`src/rtl/qdmp_pkg.sv`:
```
// Shared types and constants of the QR data module placer.
package qdmp_pkg;

   typedef logic [5:0] coord_type;

   // One queued bit as classified by the front end.
   typedef struct packed {
      logic data_bit;
      logic first_bit;
   } cmd_type;

   // Configuration seen by the walker.
   typedef struct packed {
      logic [3:0] version;
      logic       mask_enable;
   } cfg_type;

   typedef enum logic {
      WALK_IDLE,
      WALK_STEP
   } walk_state_type;

   // Register indexes of the csr port.
   localparam logic CSR_VERSION = 1'b0;
   localparam logic CSR_MASK    = 1'b1;

   localparam coord_type TIMING_LINE = 6'd6;

endpackage

```
`src/rtl/qr_data_module_placer.sv`:
```
// Top level of the QR data module placer: csr registers, front queue, walker.
//
// Usage:
//  - Input channel (req_): push one codeword bit per word while req_full is low.
//    req_first_bit = 1 restarts placement at the bottom-right corner of a new
//    symbol; bits pushed before any restart come back as overflow.
//  - Result channel (rsp_): one result word per input word, in order. The word
//    on rsp_* is valid while rsp_empty is low and leaves on rsp_pop.
//    rsp_overflow = 1 marks a dropped bit (symbol full), with row/col/value 0.
//  - csr_: csr_wr_en writes csr_wr_data into register csr_index (0 version,
//    1 mask enable). Write only while the block is idle.
//  - Timing: an idle walker loads the word in the cycle after it is accepted,
//    then visits matrix modules in walk order, function modules included,
//    until a free one takes the bit or the symbol is full; the result is registered.
//  - The walker steps one module per cycle while the result word register is
//    free or being popped, and takes the next bit only after the last is placed.
//  - A stalled receiver holds the result word; the walker waits, the front
//    queue (QUEUE_DEPTH words) keeps taking bits until it fills.
//  - Reset (synchronous): queues empty, version 1, mask enabled, walk at the
//    invalid position (0,0) so no bit is placed until a restart.
module qr_data_module_placer #(
   parameter int MAX_VERSION = 9,
   parameter int QUEUE_DEPTH = 2
) (
   input  logic       clock,
   input  logic       reset,
   input  logic       req_push,
   input  logic       req_data_bit,
   input  logic       req_first_bit,
   output logic       req_full,
   input  logic       rsp_pop,
   output logic       rsp_empty,
   output logic [5:0] rsp_module_row,
   output logic [5:0] rsp_module_col,
   output logic       rsp_module_value,
   output logic       rsp_overflow,
   input  logic       csr_wr_en,
   input  logic       csr_index,
   input  logic [3:0] csr_wr_data
);
   import qdmp_pkg::*;

   logic [3:0] version_ff, version_in;
   logic       mask_en_ff, mask_en_in;
   cfg_type    cfg;
   cmd_type    cmd;
   logic       cmd_valid;
   logic       cmd_pop;

   // csr decode
   always_comb begin
      version_in = version_ff;
      mask_en_in = mask_en_ff;
      if (csr_wr_en) begin
         unique case (csr_index)
            CSR_VERSION: version_in = csr_wr_data;
            CSR_MASK:    mask_en_in = csr_wr_data[0];
         endcase
      end
   end

   always_ff @(posedge clock) begin
      if (reset) begin
         version_ff <= 4'd1;
         mask_en_ff <= 1'b1;
      end else begin
         version_ff <= version_in;
         mask_en_ff <= mask_en_in;
      end
   end

   always_comb begin
      cfg.version     = version_ff;
      cfg.mask_enable = mask_en_ff;
   end

   // front: accept and queue input words
   qdmp_cmd_queue #(
      .DEPTH (QUEUE_DEPTH)
   ) u_front (
      .clock         (clock),
      .reset         (reset),
      .req_push      (req_push),
      .req_data_bit  (req_data_bit),
      .req_first_bit (req_first_bit),
      .req_full      (req_full),
      .cmd_valid     (cmd_valid),
      .cmd           (cmd),
      .cmd_pop       (cmd_pop)
   );

   // back: zigzag walk, masking, result word register
   qdmp_walker #(
      .MAX_VERSION (MAX_VERSION)
   ) u_walker (
      .clock            (clock),
      .reset            (reset),
      .cfg              (cfg),
      .cmd_valid        (cmd_valid),
      .cmd              (cmd),
      .cmd_pop          (cmd_pop),
      .rsp_pop          (rsp_pop),
      .rsp_empty        (rsp_empty),
      .rsp_module_row   (rsp_module_row),
      .rsp_module_col   (rsp_module_col),
      .rsp_module_value (rsp_module_value),
      .rsp_overflow     (rsp_overflow)
   );

endmodule

```
`src/rtl/qdmp_cmd_queue.sv`:
```
// Front end: accepts input words and queues them for the walker.
module qdmp_cmd_queue #(
   parameter int DEPTH = 2
) (
   input  logic              clock,
   input  logic              reset,
   input  logic              req_push,
   input  logic              req_data_bit,
   input  logic              req_first_bit,
   output logic              req_full,
   output logic              cmd_valid,
   output qdmp_pkg::cmd_type cmd,
   input  logic              cmd_pop
);
   import qdmp_pkg::*;

   localparam int PTR_W = (DEPTH > 1) ? $clog2(DEPTH) : 1;
   localparam int CNT_W = $clog2(DEPTH + 1);

   cmd_type            slot_ff [DEPTH];
   logic [PTR_W-1:0]   wr_ptr_ff, wr_ptr_in;
   logic [PTR_W-1:0]   rd_ptr_ff, rd_ptr_in;
   logic [CNT_W-1:0]   count_ff, count_in;
   logic               do_push, do_pop;
   cmd_type            push_word;

   assign req_full  = (count_ff == CNT_W'(DEPTH));
   assign cmd_valid = (count_ff != '0);
   assign do_push   = req_push && !req_full;
   assign do_pop    = cmd_pop && cmd_valid;
   assign cmd       = slot_ff[rd_ptr_ff];

   always_comb begin
      push_word.data_bit  = req_data_bit;
      push_word.first_bit = req_first_bit;
   end

   always_comb begin
      wr_ptr_in = wr_ptr_ff;
      rd_ptr_in = rd_ptr_ff;
      count_in  = count_ff;
      if (do_push) begin
         wr_ptr_in = (wr_ptr_ff == PTR_W'(DEPTH - 1)) ? '0 : wr_ptr_ff + 1'b1;
      end
      if (do_pop) begin
         rd_ptr_in = (rd_ptr_ff == PTR_W'(DEPTH - 1)) ? '0 : rd_ptr_ff + 1'b1;
      end
      priority if (do_push && !do_pop) begin
         count_in = count_ff + 1'b1;
      end else if (do_pop && !do_push) begin
         count_in = count_ff - 1'b1;
      end else begin
         count_in = count_ff;
      end
   end

   always_ff @(posedge clock) begin
      if (reset) begin
         wr_ptr_ff <= '0;
         rd_ptr_ff <= '0;
         count_ff  <= '0;
      end else begin
         wr_ptr_ff <= wr_ptr_in;
         rd_ptr_ff <= rd_ptr_in;
         count_ff  <= count_in;
      end
   end

   always_ff @(posedge clock) begin
      if (do_push) begin
         slot_ff[wr_ptr_ff] <= push_word;
      end
   end

endmodule

```
`src/rtl/qdmp_walker.sv`:
```
// Back end: zigzag walker that places each queued bit and holds the result word.
module qdmp_walker #(
   parameter int MAX_VERSION = 9
) (
   input  logic              clock,
   input  logic              reset,
   input  qdmp_pkg::cfg_type cfg,
   input  logic              cmd_valid,
   input  qdmp_pkg::cmd_type cmd,
   output logic              cmd_pop,
   input  logic              rsp_pop,
   output logic              rsp_empty,
   output logic [5:0]        rsp_module_row,
   output logic [5:0]        rsp_module_col,
   output logic              rsp_module_value,
   output logic              rsp_overflow
);
   import qdmp_pkg::*;

   function automatic logic near_center(coord_type a, coord_type center);
      logic [6:0] a7;
      logic [6:0] c7;
      a7 = {1'b0, a};
      c7 = {1'b0, center};
      return (a7 + 7'd2 >= c7) && (a7 <= c7 + 7'd2);
   endfunction

   function automatic coord_type mid_center(logic [3:0] v);
      coord_type m;
      unique case (v)
         4'd7:    m = 6'd22;
         4'd8:    m = 6'd24;
         4'd9:    m = 6'd26;
         default: m = 6'd0;
      endcase
      return m;
   endfunction

   function automatic logic align_hit(coord_type r, coord_type c, coord_type cr,
                                      coord_type cc);
      return near_center(r, cr) && near_center(c, cc);
   endfunction

   function automatic logic is_function(coord_type r, coord_type c, coord_type n,
                                        logic [3:0] v);
      coord_type last;
      coord_type mid;
      logic      hit;
      last = n - 6'd7;
      mid  = mid_center(v);
      hit  = 1'b0;
      if (r == TIMING_LINE || c == TIMING_LINE) hit = 1'b1;
      if (r <= 6'd8 && c <= 6'd8) hit = 1'b1;
      if (r <= 6'd8 && c >= n - 6'd8) hit = 1'b1;
      if (r >= n - 6'd8 && c <= 6'd8) hit = 1'b1;
      if (v >= 4'd7) begin
         if (r <= 6'd5 && c >= n - 6'd11 && c <= n - 6'd9) hit = 1'b1;
         if (c <= 6'd5 && r >= n - 6'd11 && r <= n - 6'd9) hit = 1'b1;
         if (align_hit(r, c, TIMING_LINE, mid)) hit = 1'b1;
         if (align_hit(r, c, mid, TIMING_LINE)) hit = 1'b1;
         if (align_hit(r, c, mid, mid))         hit = 1'b1;
         if (align_hit(r, c, mid, last))        hit = 1'b1;
         if (align_hit(r, c, last, mid))        hit = 1'b1;
      end
      if (v >= 4'd2) begin
         if (align_hit(r, c, last, last)) hit = 1'b1;
      end
      return hit;
   endfunction

   // x mod 3 == 0 via base-4 digit sum (4 = 1 mod 3)
   function automatic logic mod3_zero(coord_type x);
      logic [3:0] s;
      s = 4'(x[1:0]) + 4'(x[3:2]) + 4'(x[5:4]);
      return (s == 4'd0) || (s == 4'd3) || (s == 4'd6) || (s == 4'd9);
   endfunction

   // mask 5: (r*c) divisible by 6
   function automatic logic mask5(coord_type r, coord_type c);
      return (!r[0] || !c[0]) && (mod3_zero(r) || mod3_zero(c));
   endfunction

   walk_state_type state_ff, state_in;
   coord_type      row_ff, row_in;
   coord_type      col_ff, col_in;
   logic           up_ff, up_in;
   logic           right_ff, right_in;
   logic           full_ff, full_in;
   logic           bit_ff, bit_in;
   logic           out_valid_ff, out_valid_in;
   coord_type      out_row_ff, out_col_ff;
   logic           out_value_ff, out_ovf_ff;

   logic [3:0]     ver;
   coord_type      side;
   coord_type      cell_col;
   logic           free_cell;
   logic           step_en;
   logic           strip_end;
   logic           emit;
   logic           emit_ovf;

   always_comb begin
      priority if (cfg.version == 4'd0) begin
         ver = 4'd1;
      end else if (cfg.version > 4'(MAX_VERSION)) begin
         ver = 4'(MAX_VERSION);
      end else begin
         ver = cfg.version;
      end
   end

   assign side      = 6'd17 + {ver, 2'b00};
   assign cell_col  = right_ff ? col_ff : col_ff - 6'd1;
   assign free_cell = !is_function(row_ff, cell_col, side, ver);
   assign step_en   = !out_valid_ff || rsp_pop;

   always_comb begin
      state_in  = state_ff;
      row_in    = row_ff;
      col_in    = col_ff;
      up_in     = up_ff;
      right_in  = right_ff;
      full_in   = full_ff;
      bit_in    = bit_ff;
      cmd_pop   = 1'b0;
      emit      = 1'b0;
      emit_ovf  = 1'b0;
      strip_end = up_ff ? (row_ff == '0) : (row_ff >= side - 6'd1);
      unique case (state_ff)
         WALK_IDLE: begin
            if (cmd_valid) begin
               cmd_pop  = 1'b1;
               bit_in   = cmd.data_bit;
               state_in = WALK_STEP;
               if (cmd.first_bit) begin
                  row_in   = side - 6'd1;
                  col_in   = side - 6'd1;
                  up_in    = 1'b1;
                  right_in = 1'b1;
                  full_in  = 1'b0;
               end
            end
         end
         WALK_STEP: begin
            if (step_en) begin
               priority if (full_ff) begin
                  emit     = 1'b1;
                  emit_ovf = 1'b1;
               end else if (row_ff >= side || col_ff >= side || col_ff == '0) begin
                  full_in  = 1'b1;
                  emit     = 1'b1;
                  emit_ovf = 1'b1;
               end else begin
                  if (right_ff) begin
                     right_in = 1'b0;
                  end else begin
                     right_in = 1'b1;
                     if (strip_end) begin
                        if (col_ff < 6'd2) begin
                           full_in = 1'b1;
                        end else begin
                           // strip 8/7 is followed by 5/4: timing column skipped
                           col_in = (col_ff == 6'd8) ? 6'd5 : col_ff - 6'd2;
                           up_in  = !up_ff;
                        end
                     end else begin
                        row_in = up_ff ? row_ff - 6'd1 : row_ff + 6'd1;
                     end
                  end
                  emit = free_cell;
               end
               if (emit) state_in = WALK_IDLE;
            end
         end
      endcase
   end

   always_comb begin
      priority if (emit) begin
         out_valid_in = 1'b1;
      end else if (rsp_pop) begin
         out_valid_in = 1'b0;
      end else begin
         out_valid_in = out_valid_ff;
      end
   end

   always_ff @(posedge clock) begin
      if (reset) begin
         state_ff     <= WALK_IDLE;
         row_ff       <= '0;
         col_ff       <= '0;
         up_ff        <= 1'b1;
         right_ff     <= 1'b1;
         full_ff      <= 1'b0;
         out_valid_ff <= 1'b0;
      end else begin
         state_ff     <= state_in;
         row_ff       <= row_in;
         col_ff       <= col_in;
         up_ff        <= up_in;
         right_ff     <= right_in;
         full_ff      <= full_in;
         out_valid_ff <= out_valid_in;
      end
   end

   always_ff @(posedge clock) begin
      bit_ff <= bit_in;
      if (emit) begin
         out_ovf_ff   <= emit_ovf;
         out_row_ff   <= emit_ovf ? '0 : row_ff;
         out_col_ff   <= emit_ovf ? '0 : cell_col;
         out_value_ff <= emit_ovf ? 1'b0
                         : (bit_ff ^ (cfg.mask_enable & mask5(row_ff, cell_col)));
      end
   end

   assign rsp_empty        = !out_valid_ff;
   assign rsp_module_row   = out_row_ff;
   assign rsp_module_col   = out_col_ff;
   assign rsp_module_value = out_value_ff;
   assign rsp_overflow     = out_ovf_ff;

`ifndef SYNTH
   a_no_timing_col: assert property (@(posedge clock) disable iff (reset)
      col_ff != TIMING_LINE)
      else $error("walk column landed on timing column");

   a_placed_off_timing: assert property (@(posedge clock) disable iff (reset)
      (out_valid_ff && !out_ovf_ff) |->
         (out_row_ff != TIMING_LINE && out_col_ff != TIMING_LINE))
      else $error("data placed on a timing line");

   a_ovf_zero: assert property (@(posedge clock) disable iff (reset)
      (out_valid_ff && out_ovf_ff) |->
         (out_row_ff == '0 && out_col_ff == '0 && !out_value_ff))
      else $error("overflow word carries nonzero fields");

   a_load_to_walk: assert property (@(posedge clock) disable iff (reset)
      (state_ff == WALK_IDLE && cmd_valid) |=> (state_ff == WALK_STEP))
      else $error("queued bit not taken by walker");

   a_no_overwrite: assert property (@(posedge clock) disable iff (reset)
      (out_valid_ff && !rsp_pop) |-> !emit)
      else $error("result word overwritten before pop");
`endif

endmodule
```
`config.mk`:
```
export PLATFORM = sky130hd
export DESIGN_NAME = qr_data_module_placer
export DESIGN_NICKNAME = d
export VERILOG_FILES = /design/src/rtl/qdmp_pkg.sv /design/src/rtl/qr_data_module_placer.sv /design/src/rtl/qdmp_cmd_queue.sv /design/src/rtl/qdmp_walker.sv
export SDC_FILE = /design/constraint.sdc
export NUM_CORES = 1
export LEC_CHECK = 0
export BUFFER_PORTS_ARGS = -buffer_cell sky130_fd_sc_hd__buf_2
export CORE_ASPECT_RATIO = 2
export CORE_MARGIN = 5
export CORE_UTILIZATION = 40
export DETAILED_ROUTE_END_ITERATION = 6
export GPL_TIMING_DRIVEN = 0
export HOLD_SLACK_MARGIN = 0.03
export PLACE_DENSITY_LB_ADDON = 0.2
export SLEW_MARGIN = 25
export SYNTH_ARGS = -nofsm -noshare
export SYNTH_HDL_FRONTEND = slang
export SYNTH_SLANG_ARGS = --single-unit
```
`constraint.sdc`:
```
create_clock -name clock -period 12.46 [get_ports clock]
set_input_delay 2.492 -clock clock [delete_from_list [all_inputs] [get_ports clock]]
set_output_delay 2.492 -clock clock [all_outputs]
set_load 0.02 [all_outputs]
```
Word level (Yosys, flattened, before mapping)
Memories as Yosys holds them, arrays and structs flattened. A register that Yosys moved wholly into a read port is not among the register bits.
Cells that the tools add are included.
{"block": "totals", "regBits": 41, "mem_bits_rw": 4, "inputBits": 12, "out_inout_bits": 16, "word_cells": 238, "memories": 1}
{"block": "op_classes", "addsub": 22, "magnitude_cmp": 29, "n_eq_ne": 22, "n_mux": 84, "n_bitwise": 4, "reduce_logical": 59}
{"name": "u_front.slot_ff", "words": 2, "word_bits": 2, "read_ports": 1, "rd_ports_with_merged_regs": 1, "write_ports": 1, "line": "qdmp_cmd_queue.sv:20", "text": "cmd_type slot_ff [DEPTH];"}
{"op": "6-bit 2-to-1 mux", "n": 16}
{"op": "1-bit 2-to-1 mux", "n": 57}
{"op": "6-bit greater-or-equal comparator", "n": 7}
{"op": "6-bit by 7-bit <= comparator with 1-bit output", "n": 4}
{"op": "6-bit by 4-bit <= comparator with 1-bit output (second input constant)", "n": 4}
{"op": "1-bit logical AND", "n": 24}
{"op": "6-bit case mux with 2 select lines", "n": 2}
{"op": "6-bit by 2-bit adder with 7-bit output (second input constant)", "n": 3}
{"op": "2-bit inequality test (second input constant)", "n": 9}
{"op": "6-bit by 1-bit subtractor with 6-bit output (second input constant)", "n": 3}
{"op": "6-bit by 4-bit subtractor with 6-bit output (second input constant)", "n": 3}
{"op": "4-bit == test (second input constant)", "n": 4}
{"op": "5-bit case mux with 3 select lines", "n": 1}
{"op": "7-bit by 3-bit greater-or-equal comparator with 1-bit output (second input constant)", "n": 2}
{"op": "7-bit by 5-bit greater-or-equal comparator with 1-bit output", "n": 2}
{"op": "7-bit by 6-bit greater-or-equal comparator with 1-bit output", "n": 2}
{"op": "4-bit by 3-bit == test with 1-bit output (second input constant)", "n": 3}
{"op": "6-bit by 3-bit == test with 1-bit output (second input constant)", "n": 2}
{"op": "6-bit by 3-bit <= comparator with 1-bit output (second input constant)", "n": 2}
{"op": "6-bit <= comparator", "n": 2}
{"op": "4-bit logical NOT", "n": 3}
{"op": "6-bit logical NOT", "n": 2}
{"op": "1-bit logical OR", "n": 12}
{"op": "4-bit by 2-bit adder with 4-bit output", "n": 2}
{"op": "29 further kinds", "n": 49}

Logic depth before layout (Yosys ltp)
{"block": "depth", "ltp_word": 27, "mapped_depth": 18, "depth_no_buf": 17}

Hierarchy
Synthesis repeated with hierarchy kept, for this count alone.
{"block": "hier_totals", "cells_unflattened": 533, "hier_area_um2": 4564.4}
{"mod": "qdmp_walker", "n_inst": 1, "cells_each": 482, "area_per_inst_um2": 3988.8, "seq_area_each_um2": 790.8}
{"mod": "qdmp_cmd_queue", "n_inst": 1, "cells_each": 31, "area_per_inst_um2": 362.8, "seq_area_each_um2": 220.2}
{"mod": "qr_data_module_placer", "n_inst": 1, "cells_each": 20, "area_per_inst_um2": 212.7, "seq_area_each_um2": 100.1}

Worst setup path after synthesis
No wires, ideal clock.
{"block": "synth_path", "path_kind": "input port to flip-flop", "from": "input rsp_pop", "to": "register u_walker.out_col_ff[0], in the netlist u_walker.rsp_module_col[0] (enable)", "setup_ps": 387, "arrival_ps": 3949, "setup_slack_ps": 8125, "stages": 6, "path_cell_list": "nand2b_1 and2_1 nand2_1 a2111oi_0 o21ai_1 o21ai_1"}
{"block": "synth_via", "elab_chain_cells": 3}
{"item": "from (decl)", "line": "qr_data_module_placer.sv:31", "text": "input logic rsp_pop,"}
{"item": "1-bit logical OR", "line": "qdmp_walker.sv:116", "text": "assign step_en = !out_valid_ff || rsp_pop;"}
{"item": "1-bit 2-to-1 mux", "line": "qdmp_walker.sv:146", "text": "if (step_en) begin"}
{"item": "1-bit 2-to-1 mux", "line": "qdmp_walker.sv:130", "text": "unique case (state_ff)"}
{"item": "net u_walker.emit", "line": "qdmp_walker.sv:100", "text": "logic emit;"}
{"item": "to (signal assigned)", "line": "qdmp_walker.sv:214", "text": "out_col_ff <= emit_ovf ? '0 : cell_col;"}
{"item": "to (decl)", "line": "qdmp_walker.sv:91", "text": "coord_type out_row_ff, out_col_ff;"}
The timed path passes the listed nets, and every way through them passes these cells.
A chain may end at the register's enable or synchronous reset.

Worst setup path in the final report
{"block": "layout_path", "from": "register version_ff[3]", "to": "register u_walker.out_col_ff[0], in the netlist u_walker.rsp_module_col[0] (enable)"}
{"block": "layout_via", "elab_chain_cells": 26, "word_cells_on_any_way": 70, "cone_classes": "add/sub (7); order compare (19); eq/ne (3); mux (21); reduce/logical (20)"}
{"item": "from (decl)", "line": "qr_data_module_placer.sv:43", "text": "logic [3:0] version_ff, version_in;"}
{"item": "from (signal assigned)", "line": "qr_data_module_placer.sv:67", "text": "version_ff <= version_in;"}
{"item": "4-bit greater-than comparator", "line": "qdmp_walker.sv:106", "text": "end else if (cfg.version > 4'(MAX_VERSION)) begin"}
{"item": "4-bit 2-to-1 mux", "line": "qdmp_walker.sv:106"}
{"item": "4-bit 2-to-1 mux (*)", "line": "qdmp_walker.sv:104", "text": "priority if (cfg.version == 4'd0) begin"}
{"item": "5-bit by 6-bit adder with 6-bit output", "line": "qdmp_walker.sv:113", "text": "assign side = 6'd17 + {ver, 2'b00};"}
{"item": "6-bit by 4-bit subtractor with 6-bit output", "line": "qdmp_walker.sv:54, qdmp_walker.sv:55"}
{"item": "6-bit greater-or-equal comparator", "line": "qdmp_walker.sv:54", "text": "if (r <= 6'd8 && c >= n - 6'd8) hit = 1'b1;"}
{"item": "1-bit logical AND", "line": "qdmp_walker.sv:54"}
{"item": "1-bit 2-to-1 mux", "line": "qdmp_walker.sv:54"}
{"item": "(+11 left out)"}
{"item": "1-bit logical NOT", "line": "qdmp_walker.sv:115", "text": "assign free_cell = !is_function(row_ff, cell_col, side, ver);"}
{"item": "1-bit 2-to-1 mux (*)", "line": "qdmp_walker.sv:150", "text": "end else if (row_ff >= side || col_ff >= side || col_ff == '0) begin"}
{"item": "1-bit 2-to-1 mux (*)", "line": "qdmp_walker.sv:147", "text": "priority if (full_ff) begin"}
{"item": "1-bit 2-to-1 mux (*)", "line": "qdmp_walker.sv:146"}
{"item": "1-bit 2-to-1 mux (*)", "line": "qdmp_walker.sv:130"}
{"item": "1-bit 2-to-1 mux (*)", "line": "qdmp_walker.sv:146"}
{"item": "1-bit 2-to-1 mux (*)", "line": "qdmp_walker.sv:130"}
{"item": "net u_walker.emit", "line": "qdmp_walker.sv:100"}
Mark *: on every way through the listed nets, which the timed path passes. The rest lies on a longest branch. The select of a mux whose other input is x is not followed.

==> results.json <==
{
  "status": "completed",
  "synth_top_area_share_pct": 22.9,
  "yosysTopAreaCell": "ha_1",
  "clk_pin_slew_ns": 0.07,
  "std_cell_rows": 56,
  "swShare_pct": 50.5,
  "synth.avg_cell_area_um2": 8.68,
  "synth_edf_count": 19,
  "place_area_mm2": 0.00508,
  "drt-wirelength-per-cell_um": 19.5,
  "place_congestion": 0.907,
  "netlist_instances": 547,
  "final_area_mm2": 0.00523,
  "port_buffers": 26,
  "fin_crit_ns": 4.98,
  "required_ns": 12.47,
  "cts_tree": "built",
  "pre_cts_slack_ns": 7.49,
  "drt_iter0_markers": 208,
  "grt_max_degree": 17,
  "finalSetupViolations": 0,
  "synth_top_flop_cell": "dfxtp_1",
  "die_h_um": 164,
  "finalNonFillerCells": 727,
  "p_per_area_mw_per_mm2": 259,
  "critical_path_class": "register to register",
  "synth.top_cells.by_area": "ha_1, edfxtp_1, dfxtp_1, nor2_1, a21oi_1",
  "ys_seq_elements": 46,
  "cts_buffers": 5,
  "yosysUniqueCellTypes": 73,
  "fin_setup_tns_ns": 0,
  "diodes": 0,
  "layout-drive-gt1-share_pct": 11.5,
  "synth_top_family_by_area": "adder cells",
  "ios": 28,
  "synth-compound-area-share_pct": 20.7,
  "worst_pin_slew_ns": 0.867,
  "post-route-period-util_pct": 40.0,
  "rsz0062_at_grt": "false",
  "root_buffer": "clkbuf_16",
  "cts_buffer_depth": 2,
  "grt_pass1_vias": 4386,
  "insertion_delay_ns": 0.30,
  "start_util_pct": 40.6,
  "wl_um": 14200,
  "ys_seq_area_share_pct": 23.4,
  "clock.fmax_mhz": 201,
  "p_leak_nw": 2.32,
  "fp.coreArea_mm2": 0.0117,
  "fin_nets": 685,
  "vdd_drop_max_v": 0.000110,
  "grt_use_total_pct": 20.6,
  "synth_adder_area_share_pct": 25.0,
  "pwr-share-seq_pct": 20.0,
  "grt-ovfl-total": 0,
  "critPathMaxFanout": 11,
  "antenna_found_initial": 0,
  "power.clock.fraction_pct": 10.4,
  "muxShareOfSynthArea_pct": 2.40,
  "power.share.combinational_pct": 69.6,
  "layout_setup_ws_ns": 7.48,
  "endpoint_kind": "register",
  "drv_slew": 0,
  "dpl.cell_count": 719,
  "cts_sinks": 46,
  "hold_viol_final": 0,
  "post-dp-hpwl_um": 11600,
  "maxCapViolCount": 0,
  "cts-resized-gates": 0,
  "synth_warnings": 0,
  "die_width_um": 87.0,
  "synth_area_mm2": 0.00475,
  "ant_nets": 0,
  "async_flop_share_pct": 0,
  "drc": 0,
  "vias": 4206,
  "hold_buffers": 0,
  "dieArea_mm2": 0.0143,
  "skew_ns": 0.00857,
  "p_sw_mw": 0.683,
  "hold_class": "register to register",
  "dr.pass1.iters": 5,
  "synth_xor_area_share_pct": 5.32,
  "htreeDepth": 2,
  "cp-start-kind": "register",
  "timing.slew.headroom_pct": 42.0,
  "synthSimpleGateAreaFrac_pct": 18.1,
  "synth_nets": 651,
  "intPower_mw": 0.670,
  "via_per_inst": 5.79,
  "grt_pass1_wl_um": 22300,
  "area_delta_synth_final_pct": 10.1,
  "crit_arrival_ns": 4.99,
  "postCtsSetupRepairBufs": 0
}
-- worst max-delay path, stage by stage (launching register included) --
cell and delay (ns):
dfxtp_1 0.35, clkbuf_1 0.38, nand2b_1 0.40, inv_1 0.29
ha_1 0.30, ha_1 0.24, a21oi_1 0.35, o22ai_1 0.19
ha_1 0.33, and3_1 0.18, o21ai_0 0.08, a32o_1 0.21
o31a_1 0.16, a211o_1 0.36, o311ai_4 0.11, a21oi_2 0.13
o21ai_2 0.38, buf_8 0.21
-- per-layer routing --
| layer | share of wire (%) | vias to the layer above | track usage [%] |
|---|---|---|---|
| met5 | 0 | - | 0 |
| met2 | 55 | 90 | 40.0 |
| met1 | 35 | 2017 | 19.4 |
| met4 | 7.5 | 0 | 14.3 |
| li1 | - | 2051 | - |
| met3 | 2.4 | 48 | 1.66 |
-- power groups by stage --
stage                     registers [mW]  logic [mW]  clock network (mW)
after floorplan                    0.292       0.652                   0
after global placement             0.273       0.903                   0
after detailed placement           0.273       0.939                   0
after CTS                          0.270       0.942               0.142
after global routing               0.275        1.05               0.148
final                              0.270       0.942               0.141
-- stage by stage --
step | hold slack (ns) | util, % | total power, mW
2_1_floorplan | 0.438 | - | 0.944
3_3_place_gp | 0.492 | 43.2 | 1.18
3_5_place_dp | 0.496 | 43.4 | 1.21
4_1_cts | 0.505 | 44.7 | 1.35
5_1_grt | 0.515 | 44.7 | 1.47
6_report | 0.503 | 44.7 | 1.35
-- final cells by class --
class | count | area, µm²
timing repair buffer | 27 | 145
tap | 145 | 181
sequential | 46 | 1110
clock buffer | 5 | 125
inverter | 40 | 151
clock inverter | 3 | 23.8
multi-input combinational | 442 | 3400
buffer | 19 | 88.8
fill | 1161 | 6470
-- kinds of logic after synthesis --
logic type,after synthesis
AND/OR/NAND/NOR,167
AO/OA/AOI/OAI,144
adder cells (fa/ha/maj),92
buffers and inverters,59
flip-flops,46
XOR/XNOR,28
multiplexers,11
-- synth_stat cells (10+ instances only) --
cell / number
ha_1: 87
nor2_1: 55
a21oi_1: 40
inv_1: 37
nand2_1: 29
dfxtp_1: 27
o21ai_0: 26
edfxtp_1: 19
xnor2_1: 16
nand3_1: 15
nor3_1: 13
nand2b_1: 12
clkbuf_1: 11
xor2_1: 11
a21o_1: 10
-- layout by cell type, fill, tap and decap left out, types with 4 or more instances in the layout --
cell       synthesis  routed
a211oi_1           8       8
ha_1              87      87
xnor2_1           16      16
nor2b_1            8       8
o22ai_1            4       4
nand2b_1          12      12
o21a_1             8       8
a21o_1            10      10
a31oi_1            5       5
mux2i_1            8       8
xor2_1            11      11
nand2_1           29      29
clkbuf_16          0       5
and3_1             4       4
buf_2              5      31
nor3b_1            6       6
nor3_1            13      13
a21oi_1           40      40
a31o_2             5       5
fa_1               5       5
o21ai_0           26      26
dfxtp_1           27      27
edfxtp_1          19      19
clkbuf_1          11      11
nor2_1            55      55
nand3_1           15      15
inv_1             37      37
o211ai_1           4       4
-- worst paths after layout --
path	start	endpoint	slack, ns	cells after the start
max	version_ff[3]$_SDFFE_PP0P_	u_walker.rsp_module_col[0]$_SDFFCE_PP0P_	7.48	17
max reg2reg	version_ff[3]$_SDFFE_PP0P_	u_walker.rsp_module_col[0]$_SDFFCE_PP0P_	7.48	17
min reg2reg	mask_en_ff$_SDFFE_PP1P_	mask_en_ff$_SDFFE_PP1P_	0.50	2
min	mask_en_ff$_SDFFE_PP1P_	mask_en_ff$_SDFFE_PP1P_	0.50	2
-- state kept, by name, summed over array words and instances (netlist names), 2 cells and up, named ones only --
signal,flops
u_walker.col_ff,6
u_walker.row_ff,6
u_walker.rsp_module_row,6
u_front.count_ff,2
version_ff,4
u_front.slot_ff,4
u_walker.rsp_module_col,6
Power figures use the tool's default switching activity.
